===== src/softcode_expression_tokenizer_macros.svh =====
// Assertion macros shared by the tokenizer modules.
`ifndef SOFTCODE_EXPRESSION_TOKENIZER_MACROS_SVH
`define SOFTCODE_EXPRESSION_TOKENIZER_MACROS_SVH

// Same-cycle implication, checked outside reset.
`define SXTOK_ASSERT_NOW(label, clk, rst, ante, cons) \
   label: assert property (@(posedge clk) disable iff (rst) (ante) |-> (cons)) \
      else $error("sxtok assertion failed");

// Next-cycle implication, checked outside reset.
`define SXTOK_ASSERT_NEXT(label, clk, rst, ante, cons) \
   label: assert property (@(posedge clk) disable iff (rst) (ante) |=> (cons)) \
      else $error("sxtok assertion failed");

`endif


===== src/sxtok_pkg.sv =====
package sxtok_pkg;

   localparam int unsigned LINE_MAX = 8192;
   localparam int unsigned POS_W    = $clog2(LINE_MAX);
   localparam int unsigned OUT_W    = 13;
   localparam int unsigned RQ_DEPTH = 4;
   localparam int unsigned RQ_PTR_W = $clog2(RQ_DEPTH);
   localparam int unsigned RQ_CNT_W = $clog2(RQ_DEPTH + 1);

   typedef logic [POS_W-1:0] pos_type;

   localparam pos_type POS_MAX = pos_type'(LINE_MAX - 1);

   // token kinds
   localparam logic [3:0] K_LIT    = 4'd0;
   localparam logic [3:0] K_FUNC   = 4'd1;
   localparam logic [3:0] K_LPAREN = 4'd2;
   localparam logic [3:0] K_RPAREN = 4'd3;
   localparam logic [3:0] K_LBRACK = 4'd4;
   localparam logic [3:0] K_RBRACK = 4'd5;
   localparam logic [3:0] K_LBRACE = 4'd6;
   localparam logic [3:0] K_RBRACE = 4'd7;
   localparam logic [3:0] K_COMMA  = 4'd8;
   localparam logic [3:0] K_SEMI   = 4'd9;
   localparam logic [3:0] K_PCT    = 4'd10;
   localparam logic [3:0] K_ESC    = 4'd11;
   localparam logic [3:0] K_SPACE  = 4'd12;
   localparam logic [3:0] K_END    = 4'd13;

   // lexer modes
   localparam logic [3:0] M_IDLE    = 4'd0;
   localparam logic [3:0] M_LIT     = 4'd1;
   localparam logic [3:0] M_SPACE   = 4'd2;
   localparam logic [3:0] M_PCT     = 4'd3;
   localparam logic [3:0] M_PCT_SEL = 4'd4;
   localparam logic [3:0] M_PCT_V   = 4'd5;
   localparam logic [3:0] M_PCT_EQ  = 4'd6;
   localparam logic [3:0] M_PCT_I   = 4'd7;
   localparam logic [3:0] M_ANGLE   = 4'd8;
   localparam logic [3:0] M_ESC     = 4'd9;

   localparam logic KIND_CHAR = 1'b0;
   localparam logic KIND_EOL  = 1'b1;

   localparam logic [7:0] CH_TAB    = 8'h09;
   localparam logic [7:0] CH_SPACE  = 8'h20;
   localparam logic [7:0] CH_PCT    = 8'h25;
   localparam logic [7:0] CH_LPAREN = 8'h28;
   localparam logic [7:0] CH_RPAREN = 8'h29;
   localparam logic [7:0] CH_COMMA  = 8'h2c;
   localparam logic [7:0] CH_0      = 8'h30;
   localparam logic [7:0] CH_9      = 8'h39;
   localparam logic [7:0] CH_SEMI   = 8'h3b;
   localparam logic [7:0] CH_LT     = 8'h3c;
   localparam logic [7:0] CH_EQ     = 8'h3d;
   localparam logic [7:0] CH_GT     = 8'h3e;
   localparam logic [7:0] CH_UA     = 8'h41;
   localparam logic [7:0] CH_UC     = 8'h43;
   localparam logic [7:0] CH_UI     = 8'h49;
   localparam logic [7:0] CH_UQ     = 8'h51;
   localparam logic [7:0] CH_UV     = 8'h56;
   localparam logic [7:0] CH_UX     = 8'h58;
   localparam logic [7:0] CH_UZ     = 8'h5a;
   localparam logic [7:0] CH_LBRACK = 8'h5b;
   localparam logic [7:0] CH_BSLASH = 8'h5c;
   localparam logic [7:0] CH_RBRACK = 8'h5d;
   localparam logic [7:0] CH_LA     = 8'h61;
   localparam logic [7:0] CH_LZ     = 8'h7a;
   localparam logic [7:0] CH_LBRACE = 8'h7b;
   localparam logic [7:0] CH_RBRACE = 8'h7d;
   localparam logic [7:0] CASE_GAP  = 8'h20;

   typedef struct packed {
      logic [3:0]       kind;
      logic [OUT_W-1:0] start;
      logic [OUT_W-1:0] length;
      logic             last;
   } result_type;

   typedef struct packed {
      logic       v0;
      logic       v1;
      result_type r0;
      result_type r1;
   } push_type;

   function automatic pos_type sat_inc(input pos_type v);
      return (v < POS_MAX) ? pos_type'(v + 1'b1) : POS_MAX;
   endfunction

   function automatic logic [OUT_W-1:0] to_field(input pos_type v);
      return OUT_W'(v);
   endfunction

   function automatic logic [7:0] to_upper(input logic [7:0] c);
      return (c >= CH_LA && c <= CH_LZ) ? 8'(c - CASE_GAP) : c;
   endfunction

   function automatic logic is_digit(input logic [7:0] c);
      return c >= CH_0 && c <= CH_9;
   endfunction

   function automatic logic is_alpha(input logic [7:0] c);
      return (c >= CH_UA && c <= CH_UZ) || (c >= CH_LA && c <= CH_LZ);
   endfunction

   function automatic logic is_blank(input logic [7:0] c);
      return c == CH_SPACE || c == CH_TAB;
   endfunction

   function automatic logic is_single(input logic [7:0] c);
      return c == CH_LPAREN || c == CH_RPAREN || c == CH_LBRACK || c == CH_RBRACK
          || c == CH_LBRACE || c == CH_RBRACE || c == CH_COMMA || c == CH_SEMI;
   endfunction

   function automatic logic [3:0] single_kind(input logic [7:0] c);
      logic [3:0] k;
      unique case (c)
         CH_LPAREN: k = K_LPAREN;
         CH_RPAREN: k = K_RPAREN;
         CH_LBRACK: k = K_LBRACK;
         CH_RBRACK: k = K_RBRACK;
         CH_LBRACE: k = K_LBRACE;
         CH_RBRACE: k = K_RBRACE;
         CH_COMMA:  k = K_COMMA;
         CH_SEMI:   k = K_SEMI;
         default:   k = K_LIT;
      endcase
      return k;
   endfunction

   function automatic logic ends_literal(input logic [7:0] c);
      return is_single(c) || c == CH_PCT || c == CH_BSLASH || is_blank(c);
   endfunction

   function automatic logic [3:0] open_kind(input logic [3:0] m);
      logic [3:0] k;
      unique case (m)
         M_LIT:   k = K_LIT;
         M_SPACE: k = K_SPACE;
         M_ESC:   k = K_ESC;
         default: k = K_PCT;
      endcase
      return k;
   endfunction

endpackage


===== src/sxtok_lexer.sv =====
`include "softcode_expression_tokenizer_macros.svh"

module sxtok_lexer (
   input  logic               clock,
   input  logic               reset,
   input  logic               req_valid,
   output logic               req_ready,
   input  logic               req_kind,
   input  logic [7:0]         req_ch,
   input  logic               q_room,
   output sxtok_pkg::push_type push
);

   localparam int unsigned OUT_W_L = sxtok_pkg::OUT_W;

   logic                s1_valid_ff, s1_valid_in;
   logic                s1_kind_ff;
   logic [7:0]          s1_ch_ff;
   logic [3:0]          mode_ff, mode_in;
   sxtok_pkg::pos_type  start_ff, start_in;
   sxtok_pkg::pos_type  len_ff, len_in;
   sxtok_pkg::pos_type  pos_ff, pos_in;
   logic                adv;
   logic                take_in;

   logic                e0_v, e1_v, fresh;
   logic [3:0]          e0_k, e1_k;
   sxtok_pkg::pos_type  e0_len, len_inc;
   logic [OUT_W_L-1:0]  e1_len;
   sxtok_pkg::pos_type  e1_start;
   logic [7:0]          c, u;
   sxtok_pkg::result_type res0, res1;
   logic                eol_adv;
   logic                end_sent;

   assign adv         = s1_valid_ff && q_room;
   assign req_ready   = !s1_valid_ff || q_room;
   assign take_in     = req_valid && req_ready;
   assign s1_valid_in = take_in || (s1_valid_ff && !adv);

   always_ff @(posedge clock) begin
      if (reset) begin
         s1_valid_ff <= 1'b0;
      end else begin
         s1_valid_ff <= s1_valid_in;
      end
      if (take_in) begin
         s1_kind_ff <= req_kind;
         s1_ch_ff   <= req_ch;
      end
   end

   always_comb begin
      c        = s1_ch_ff;
      u        = sxtok_pkg::to_upper(s1_ch_ff);
      len_inc  = sxtok_pkg::sat_inc(len_ff);
      mode_in  = mode_ff;
      start_in = start_ff;
      len_in   = len_ff;
      pos_in   = pos_ff;
      e0_v     = 1'b0;
      e0_k     = sxtok_pkg::K_LIT;
      e0_len   = len_ff;
      e1_v     = 1'b0;
      e1_k     = sxtok_pkg::K_END;
      e1_start = pos_ff;
      e1_len   = '0;
      fresh    = 1'b0;

      if (s1_kind_ff == sxtok_pkg::KIND_EOL) begin
         e0_v     = mode_ff != sxtok_pkg::M_IDLE;
         e0_k     = sxtok_pkg::open_kind(mode_ff);
         e1_v     = 1'b1;
         mode_in  = sxtok_pkg::M_IDLE;
         start_in = '0;
         len_in   = '0;
         pos_in   = '0;
      end else begin
         unique case (mode_ff)
            sxtok_pkg::M_LIT: begin
               if (sxtok_pkg::ends_literal(c)) begin
                  e0_v    = 1'b1;
                  e0_k    = (c == sxtok_pkg::CH_LPAREN) ? sxtok_pkg::K_FUNC : sxtok_pkg::K_LIT;
                  mode_in = sxtok_pkg::M_IDLE;
                  fresh   = 1'b1;
               end else begin
                  len_in = len_inc;
               end
            end
            sxtok_pkg::M_SPACE: begin
               if (sxtok_pkg::is_blank(c)) begin
                  len_in = len_inc;
               end else begin
                  e0_v    = 1'b1;
                  e0_k    = sxtok_pkg::K_SPACE;
                  mode_in = sxtok_pkg::M_IDLE;
                  fresh   = 1'b1;
               end
            end
            sxtok_pkg::M_PCT: begin
               len_in = len_inc;
               if (u == sxtok_pkg::CH_UQ || u == sxtok_pkg::CH_UC
                   || u == sxtok_pkg::CH_UX) begin
                  mode_in = sxtok_pkg::M_PCT_SEL;
               end else if (u == sxtok_pkg::CH_UV) begin
                  mode_in = sxtok_pkg::M_PCT_V;
               end else if (c == sxtok_pkg::CH_EQ) begin
                  mode_in = sxtok_pkg::M_PCT_EQ;
               end else if (u == sxtok_pkg::CH_UI) begin
                  mode_in = sxtok_pkg::M_PCT_I;
               end else begin
                  e0_v    = 1'b1;
                  e0_k    = sxtok_pkg::K_PCT;
                  e0_len  = len_inc;
                  mode_in = sxtok_pkg::M_IDLE;
               end
            end
            sxtok_pkg::M_PCT_SEL: begin
               len_in = len_inc;
               if (c == sxtok_pkg::CH_LT) begin
                  mode_in = sxtok_pkg::M_ANGLE;
               end else begin
                  e0_v    = 1'b1;
                  e0_k    = sxtok_pkg::K_PCT;
                  e0_len  = len_inc;
                  mode_in = sxtok_pkg::M_IDLE;
               end
            end
            sxtok_pkg::M_PCT_V: begin
               e0_v    = 1'b1;
               e0_k    = sxtok_pkg::K_PCT;
               mode_in = sxtok_pkg::M_IDLE;
               if (sxtok_pkg::is_alpha(c)) begin
                  e0_len = len_inc;
               end else begin
                  fresh = 1'b1;
               end
            end
            sxtok_pkg::M_PCT_EQ: begin
               if (c == sxtok_pkg::CH_LT) begin
                  len_in  = len_inc;
                  mode_in = sxtok_pkg::M_ANGLE;
               end else begin
                  e0_v    = 1'b1;
                  e0_k    = sxtok_pkg::K_PCT;
                  mode_in = sxtok_pkg::M_IDLE;
                  fresh   = 1'b1;
               end
            end
            sxtok_pkg::M_PCT_I: begin
               e0_v    = 1'b1;
               e0_k    = sxtok_pkg::K_PCT;
               mode_in = sxtok_pkg::M_IDLE;
               if (sxtok_pkg::is_digit(c)) begin
                  e0_len = len_inc;
               end else begin
                  fresh = 1'b1;
               end
            end
            sxtok_pkg::M_ANGLE: begin
               len_in = len_inc;
               if (c == sxtok_pkg::CH_GT) begin
                  e0_v    = 1'b1;
                  e0_k    = sxtok_pkg::K_PCT;
                  e0_len  = len_inc;
                  mode_in = sxtok_pkg::M_IDLE;
               end
            end
            sxtok_pkg::M_ESC: begin
               e0_v    = 1'b1;
               e0_k    = sxtok_pkg::K_ESC;
               e0_len  = len_inc;
               mode_in = sxtok_pkg::M_IDLE;
            end
            default: begin
               mode_in = sxtok_pkg::M_IDLE;
               fresh   = 1'b1;
            end
         endcase

         if (fresh) begin
            if (sxtok_pkg::is_single(c)) begin
               e1_v   = 1'b1;
               e1_k   = sxtok_pkg::single_kind(c);
               e1_len = OUT_W_L'(1);
            end else begin
               start_in = pos_ff;
               len_in   = sxtok_pkg::pos_type'(1);
               if (c == sxtok_pkg::CH_PCT) begin
                  mode_in = sxtok_pkg::M_PCT;
               end else if (c == sxtok_pkg::CH_BSLASH) begin
                  mode_in = sxtok_pkg::M_ESC;
               end else if (sxtok_pkg::is_blank(c)) begin
                  mode_in = sxtok_pkg::M_SPACE;
               end else begin
                  mode_in = sxtok_pkg::M_LIT;
               end
            end
         end
         pos_in = sxtok_pkg::sat_inc(pos_ff);
      end

      res0.kind   = e0_k;
      res0.start  = sxtok_pkg::to_field(start_ff);
      res0.length = sxtok_pkg::to_field(e0_len);
      res0.last   = !e1_v;
      res1.kind   = e1_k;
      res1.start  = sxtok_pkg::to_field(e1_start);
      res1.length = e1_len;
      res1.last   = 1'b1;

      push.v0 = adv && (e0_v || e1_v);
      push.v1 = adv && e0_v && e1_v;
      push.r0 = e0_v ? res0 : res1;
      push.r1 = res1;
   end

   always_ff @(posedge clock) begin
      if (reset) begin
         mode_ff  <= sxtok_pkg::M_IDLE;
         start_ff <= '0;
         len_ff   <= '0;
         pos_ff   <= '0;
      end else if (adv) begin
         mode_ff  <= mode_in;
         start_ff <= start_in;
         len_ff   <= len_in;
         pos_ff   <= pos_in;
      end
   end

   assign eol_adv  = adv && s1_kind_ff == sxtok_pkg::KIND_EOL;
   assign end_sent = push.v0 && (push.v1 ? push.r1.kind == sxtok_pkg::K_END
                                         : push.r0.kind == sxtok_pkg::K_END);

   `SXTOK_ASSERT_NEXT(a_eol_clears, clock, reset, eol_adv, mode_ff == sxtok_pkg::M_IDLE && pos_ff == '0)
   `SXTOK_ASSERT_NOW(a_eol_ends_run, clock, reset, eol_adv, end_sent)

endmodule


===== src/sxtok_rsp_queue.sv =====
`include "softcode_expression_tokenizer_macros.svh"

module sxtok_rsp_queue (
   input  logic                  clock,
   input  logic                  reset,
   input  sxtok_pkg::push_type   push,
   output logic                  q_room,
   output logic                  rsp_valid,
   input  logic                  rsp_ready,
   output sxtok_pkg::result_type rsp_word
);

   localparam int unsigned PW = sxtok_pkg::RQ_PTR_W;
   localparam int unsigned CW = sxtok_pkg::RQ_CNT_W;

   sxtok_pkg::result_type entry_ff [sxtok_pkg::RQ_DEPTH];
   logic [PW-1:0] wr_ptr_ff, wr_ptr_in;
   logic [PW-1:0] rd_ptr_ff, rd_ptr_in;
   logic [CW-1:0] count_ff, count_in;
   logic [PW-1:0] wr_next;
   logic          pop;

   assign pop       = rsp_valid && rsp_ready;
   assign rsp_valid = count_ff != '0;
   assign rsp_word  = entry_ff[rd_ptr_ff];
   assign q_room    = count_ff <= CW'(sxtok_pkg::RQ_DEPTH - 2);
   assign wr_next   = PW'(wr_ptr_ff + 1'b1);

   always_comb begin
      wr_ptr_in = wr_ptr_ff;
      if (push.v1) begin
         wr_ptr_in = PW'(wr_ptr_ff + 2'd2);
      end else if (push.v0) begin
         wr_ptr_in = wr_next;
      end
      rd_ptr_in = pop ? PW'(rd_ptr_ff + 1'b1) : rd_ptr_ff;
      count_in  = CW'(count_ff + CW'(push.v0) + CW'(push.v1) - CW'(pop));
   end

   always_ff @(posedge clock) begin
      if (reset) begin
         wr_ptr_ff <= '0;
         rd_ptr_ff <= '0;
         count_ff  <= '0;
      end else begin
         wr_ptr_ff <= wr_ptr_in;
         rd_ptr_ff <= rd_ptr_in;
         count_ff  <= count_in;
      end
      if (push.v0) begin
         entry_ff[wr_ptr_ff] <= push.r0;
      end
      if (push.v1) begin
         entry_ff[wr_next] <= push.r1;
      end
   end

   `SXTOK_ASSERT_NOW(a_pair_order, clock, reset, push.v1, push.v0)
   `SXTOK_ASSERT_NOW(a_push_has_room, clock, reset, push.v0, q_room)
   `SXTOK_ASSERT_NEXT(a_pop_drains, clock, reset, pop && !push.v0, count_ff == CW'($past(count_ff) - 1'b1))

endmodule


===== src/softcode_expression_tokenizer.sv =====
// Streaming tokenizer for softcode expression lines. Each input word is one line byte or
// an end-of-line mark; each result word is one token (kind, start offset, length) with
// last_of_run set on the final token an input word causes. A byte is registered, then lexed
// combinationally against the mode, open-token and position registers, and its tokens are
// written to a four-word result queue whose head entry drives the result port. Input
// is taken every cycle while the queue has room for two tokens, so the sustained rate is one
// byte per cycle, bounded only by the result port draining one token per cycle: a byte that
// closes one token and opens a single-character one, or an end of line with a token open,
// puts two tokens on the result port. Offsets and lengths saturate at LINE_MAX-1.
module softcode_expression_tokenizer (
   input  logic        clock,
   input  logic        reset,
   input  logic        req_valid,
   output logic        req_ready,
   input  logic        req_kind,
   input  logic [7:0]  req_ch,
   output logic        rsp_valid,
   input  logic        rsp_ready,
   output logic [3:0]  rsp_token_kind,
   output logic [12:0] rsp_token_start,
   output logic [12:0] rsp_token_length,
   output logic        rsp_last_of_run
);

   sxtok_pkg::push_type   push;
   sxtok_pkg::result_type rsp_word;
   logic                  q_room;

   sxtok_lexer u_lexer (
      .clock     (clock),
      .reset     (reset),
      .req_valid (req_valid),
      .req_ready (req_ready),
      .req_kind  (req_kind),
      .req_ch    (req_ch),
      .q_room    (q_room),
      .push      (push)
   );

   sxtok_rsp_queue u_rsp_queue (
      .clock     (clock),
      .reset     (reset),
      .push      (push),
      .q_room    (q_room),
      .rsp_valid (rsp_valid),
      .rsp_ready (rsp_ready),
      .rsp_word  (rsp_word)
   );

   assign rsp_token_kind   = rsp_word.kind;
   assign rsp_token_start  = rsp_word.start;
   assign rsp_token_length = rsp_word.length;
   assign rsp_last_of_run  = rsp_word.last;

endmodule


===== config.mk =====
export PLATFORM = sky130hd
export DESIGN_NAME = softcode_expression_tokenizer
export DESIGN_NICKNAME = d
export VERILOG_FILES = /design/src/sxtok_pkg.sv /design/src/sxtok_lexer.sv /design/src/sxtok_rsp_queue.sv /design/src/softcode_expression_tokenizer.sv
export VERILOG_INCLUDE_DIRS = /design/src /design/src/src
export SDC_FILE = /design/constraint.sdc
export NUM_CORES = 1
export LEC_CHECK = 0
export BUFFER_PORTS_ARGS = -buffer_cell sky130_fd_sc_hd__buf_4
export CAP_MARGIN = 20
export CORE_MARGIN = 3
export CORE_UTILIZATION = 30
export DETAILED_ROUTE_END_ITERATION = 10
export SETUP_SLACK_MARGIN = 0.15
export SYNTH_ARGS = -nofsm -noshare
export SYNTH_HDL_FRONTEND = slang
export SYNTH_SLANG_ARGS = --single-unit

===== constraint.sdc =====
create_clock -name clock -period 5.85 [get_ports clock]
set_clock_uncertainty 0.15 [all_clocks]
set_input_delay 0.8775 -clock clock [delete_from_list [all_inputs] [get_ports clock]]
set_output_delay 0.8775 -clock clock [all_outputs]
set_load 0.02 [all_outputs]

==> impl_metrics.csv <==
group,metric,value,unit
timing,tightest_slew,1.11,ns
clock_network,cts_made_buffers,17,
drt,vias,8615,
worst_setup_path,critPathArrivalTime,5.15,ns
timing,timing.final.hold_violations,0,
drt,drc_errors,0,
worst_setup_path,worstSetupEndpoint,"u_rsp_queue.entry_ff[2][22]",
timing,clock.fmax,199,MHz
worst_setup_path,worstPathRequired,5.98,ns
status,status,"completed",
yosys,ys.flop_type,"dfxtp_1",
drt,drt-total-wl,29.2,mm
layout,fillers,3409,
die,top_level_ports,46,
global_routing,grt_overflow_total,0,
worst_setup_path,cp-startpoint,"u_lexer.c[1]",
worst_setup_path,r2r_cells,8,
timing,layout_setup_ws,0.836,ns
yosys,ys_seq_elements,186,
clock_network,cts_tree,"yes",
global_routing,antenna_found_initial,0,
drt,drtIter0Drc,847,
global_routing,grt_max_degree,61,
drt,vias_per_cell,5.71,
place,dp_slack,0.948,ns
worst_setup_path,critPathMaxFanout,23,
worst_setup_path,critPathLaunchType,"flop",
place,portBuffers,45,
place,routabilityCongestion,0.884,
die,rows,67,
power_and_ir_drop,leakage,3.67,nW
worst_setup_path,r2r-start,"u_lexer.c[1]",
drt,wl_per_cell,19.4,um
timing,setup_violations,0,
timing,maxSlewHeadroom,26.0,%
clock_network,cts-resized-gates,0,
global_routing,grtUsageTotal,15.7,%
worst_hold_path,holdPathStages,2,
job,drv_cap,0,
worst_hold_path,hold_path_class,"flop to flop",
yosys,synth_seq_area_share,43.8,%
clock_network,cts_num_sinks,186,
layout,final_cell_mix,"107 x nand2_1, 104 x dfxtp_1, 82 x a21oi_1",
clock_network,cts_setup_buffers,0,
global_routing,grt_pass1_wl,46.0,mm
yosys,avgSynthCellArea,9.63,sq um
global_routing,grt_pass1_vias,7923,
worst_setup_path,slowest_stage,"o21ai_1",
die,fp.dieW,192,um
worst_setup_path,end_kind,"flop",
worst_setup_path,cp_cell_sequence,"o21ai_0 -> a311oi_1 -> o311ai_0 -> o21a_1 -> o211ai_2 -> nand3_1 -> o21ai_1 -> a32o_1",
timing,rsz0062_at_grt,"no",
yosys,synthCells,1075,
die,fp.dieH,192,um
drt,ant_nets,0,
timing,finalCritPeriodShare,85.7,%
yosys,synth_edf_count,81,
yosys,ys_warn_count,0,
timing,finalCriticalPeriod,5.01,ns
layout,finalNetCount,1077,
die,design.core.area,33800,sq um
worst_setup_path,cpPeakStageDelay,1.07,ns
die,initial_core_util,30.7,%
yosys,yosysUniqueCellTypes,83,
clock_network,htreeDepth,4,
place,dp_hpwl,20.0,mm
timing,setup_tns,0,ns
clock_network,clockRootBuffer,"clkbuf_16",
timing,slew_viol_final,0,
clock_network,cts_buffer_depth,2,
power_and_ir_drop,vdd_drop_max,0.000181,V
layout,diodes,0,
layout,syn_to_final_growth,11.6,%
worst_setup_path,path_class,"flop to flop",
drt,drtPass1Iterations,5,
yosys,netlist_area,10400,sq um
layout,final_common_cell,"nand2_1",
worst_setup_path,r2r_slack,0.84,ns
clock_network,clock_latency,0.43,ns
yosys,async_flop_share,0,%
clock_network,path_clk_slew,0.08,ns
worst_setup_path,reg2reg_to,"u_rsp_queue.entry_ff[2][22]",
layout,drive_above_1_share,13.9,%
power_and_ir_drop,pwr_density_cell,304,nW/um^2
clock_network,hold_buffers,0,
die,dieArea,36800,sq um
yosys,syn-num-nets,1103,
[layer usage]
layer / GRT usage (%) / vias up / wire [um]
met3: 2.66 / 26 / 1840
met5: 0 / - / 0
li1: - / 4086 / -
met1: 23.0 / 4200 / 13800
met2: 24.2 / 303 / 13200
met4: 3.67 / 0 / 361
[where the power goes]
group          leakage (nW)  internal [W]  total, W  switching [W]
Combinational          1.81      0.000308  0.000804       0.000497
Sequential             1.55       0.00142   0.00148      0.0000600
Clock                 0.307      0.000617   0.00123       0.000613
Total                  3.67       0.00235   0.00352        0.00117
[worst min path at each step]
stage / end / slack (ns) / start
3_3_place_gp: u_rsp_queue.entry_ff[2][7] / 0.29 / u_rsp_queue.entry_ff[2][7]
4_1_cts: u_rsp_queue.entry_ff[2][7] / 0.30 / u_rsp_queue.entry_ff[2][7]
2_1_floorplan: u_rsp_queue.entry_ff[0][4] / 0.28 / u_rsp_queue.entry_ff[0][4]
3_5_place_dp: u_rsp_queue.entry_ff[2][7] / 0.29 / u_rsp_queue.entry_ff[2][7]
5_1_grt: u_rsp_queue.entry_ff[2][7] / 0.32 / u_rsp_queue.entry_ff[2][7]
6_report: u_rsp_queue.entry_ff[1][8] / 0.31 / u_rsp_queue.entry_ff[1][8]
[critical path, delay by kind of cell, from the launching register on]
family	cells	cell delay (ns)
AO/OA/AOI/OAI	7	3.25
AND/OR/NAND/NOR	1	0.66
flip-flops	1	0.80
[cell families (layout without fill, tap and decap cells)]
group | Yosys count | after routing | synth area share (%)
AOI/OAI and AO/OA | 332 | 332 | 23.0
xor gates and xnor gates | 10 | 10 | 0.846
adders and majority gates | 15 | 15 | 1.96
buffers and inverters | 134 | 121 | 5.48
DFF | 186 | 186 | 43.8
muxes | 41 | 41 | 7.72
and+or+nand+nor | 357 | 357 | 17.3
[registers in the layout (all words and copies together), names as in the netlist, named ones only]
signal                 cells
u_rsp_queue.wr_ptr_ff      2
u_lexer.e1_start          13
u_rsp_queue.entry_ff     124
u_lexer.len_ff            13
u_rsp_queue.rd_ptr_ff      2
u_lexer.s1_kind_ff         1
u_lexer.start_ff          13
u_rsp_queue.count_ff       3
u_lexer.s1_valid_ff        1
u_lexer.c                  8
u_lexer.mode_ff            4
[per-stage QoR]
step	util [%]	instances	total power, W	hold slack [ns]	instance area, sq um
floorplan	-	1075	0.00207	0.278	10400
global placement	32.3	1478	0.00232	0.289	10900
detailed placement	32.3	1478	0.00233	0.294	10900
CTS	34.2	1510	0.00355	0.305	11600
global route	34.2	1510	0.00366	0.319	11600
finish	34.2	1510	0.00352	0.305	11600
[final cells by class]
cell class	instances	area, sq um	share of cell area [%]
multi-input combinational	755	5270	45.6
sequential	186	4540	39.2
tap	448	561	4.85
clock buffer	18	450	3.90
timing repair buffer	60	450	3.90
clock inverter	14	183	1.58
inverter	29	109	0.942
[synthesized netlist by cell type (9+ instances only)]
master      n  area share, %
inv_1      29            1.1
ha_1       13            1.6
mux4_2     31            6.7
a32o_1     57            5.5
mux2i_1     9           0.87
nand3_1    63            3.0
nor2_1     71            2.6
nor2b_1     9           0.54
buf_2      21            1.0
dfxtp_1   105             20
a22oi_1    16            1.2
clkbuf_1   71            2.6
a31oi_1    10           0.60
nand2_1   107            3.9
nor3_1     22            1.1
o21ai_0    50            2.4
a21oi_1    82            4.0
edfxtp_1   81             23
or3_1      11           0.66
o31ai_1    18            1.3
o22ai_1    18            1.1
and3_1     12           0.72
Power figures use the tool's default switching activity.
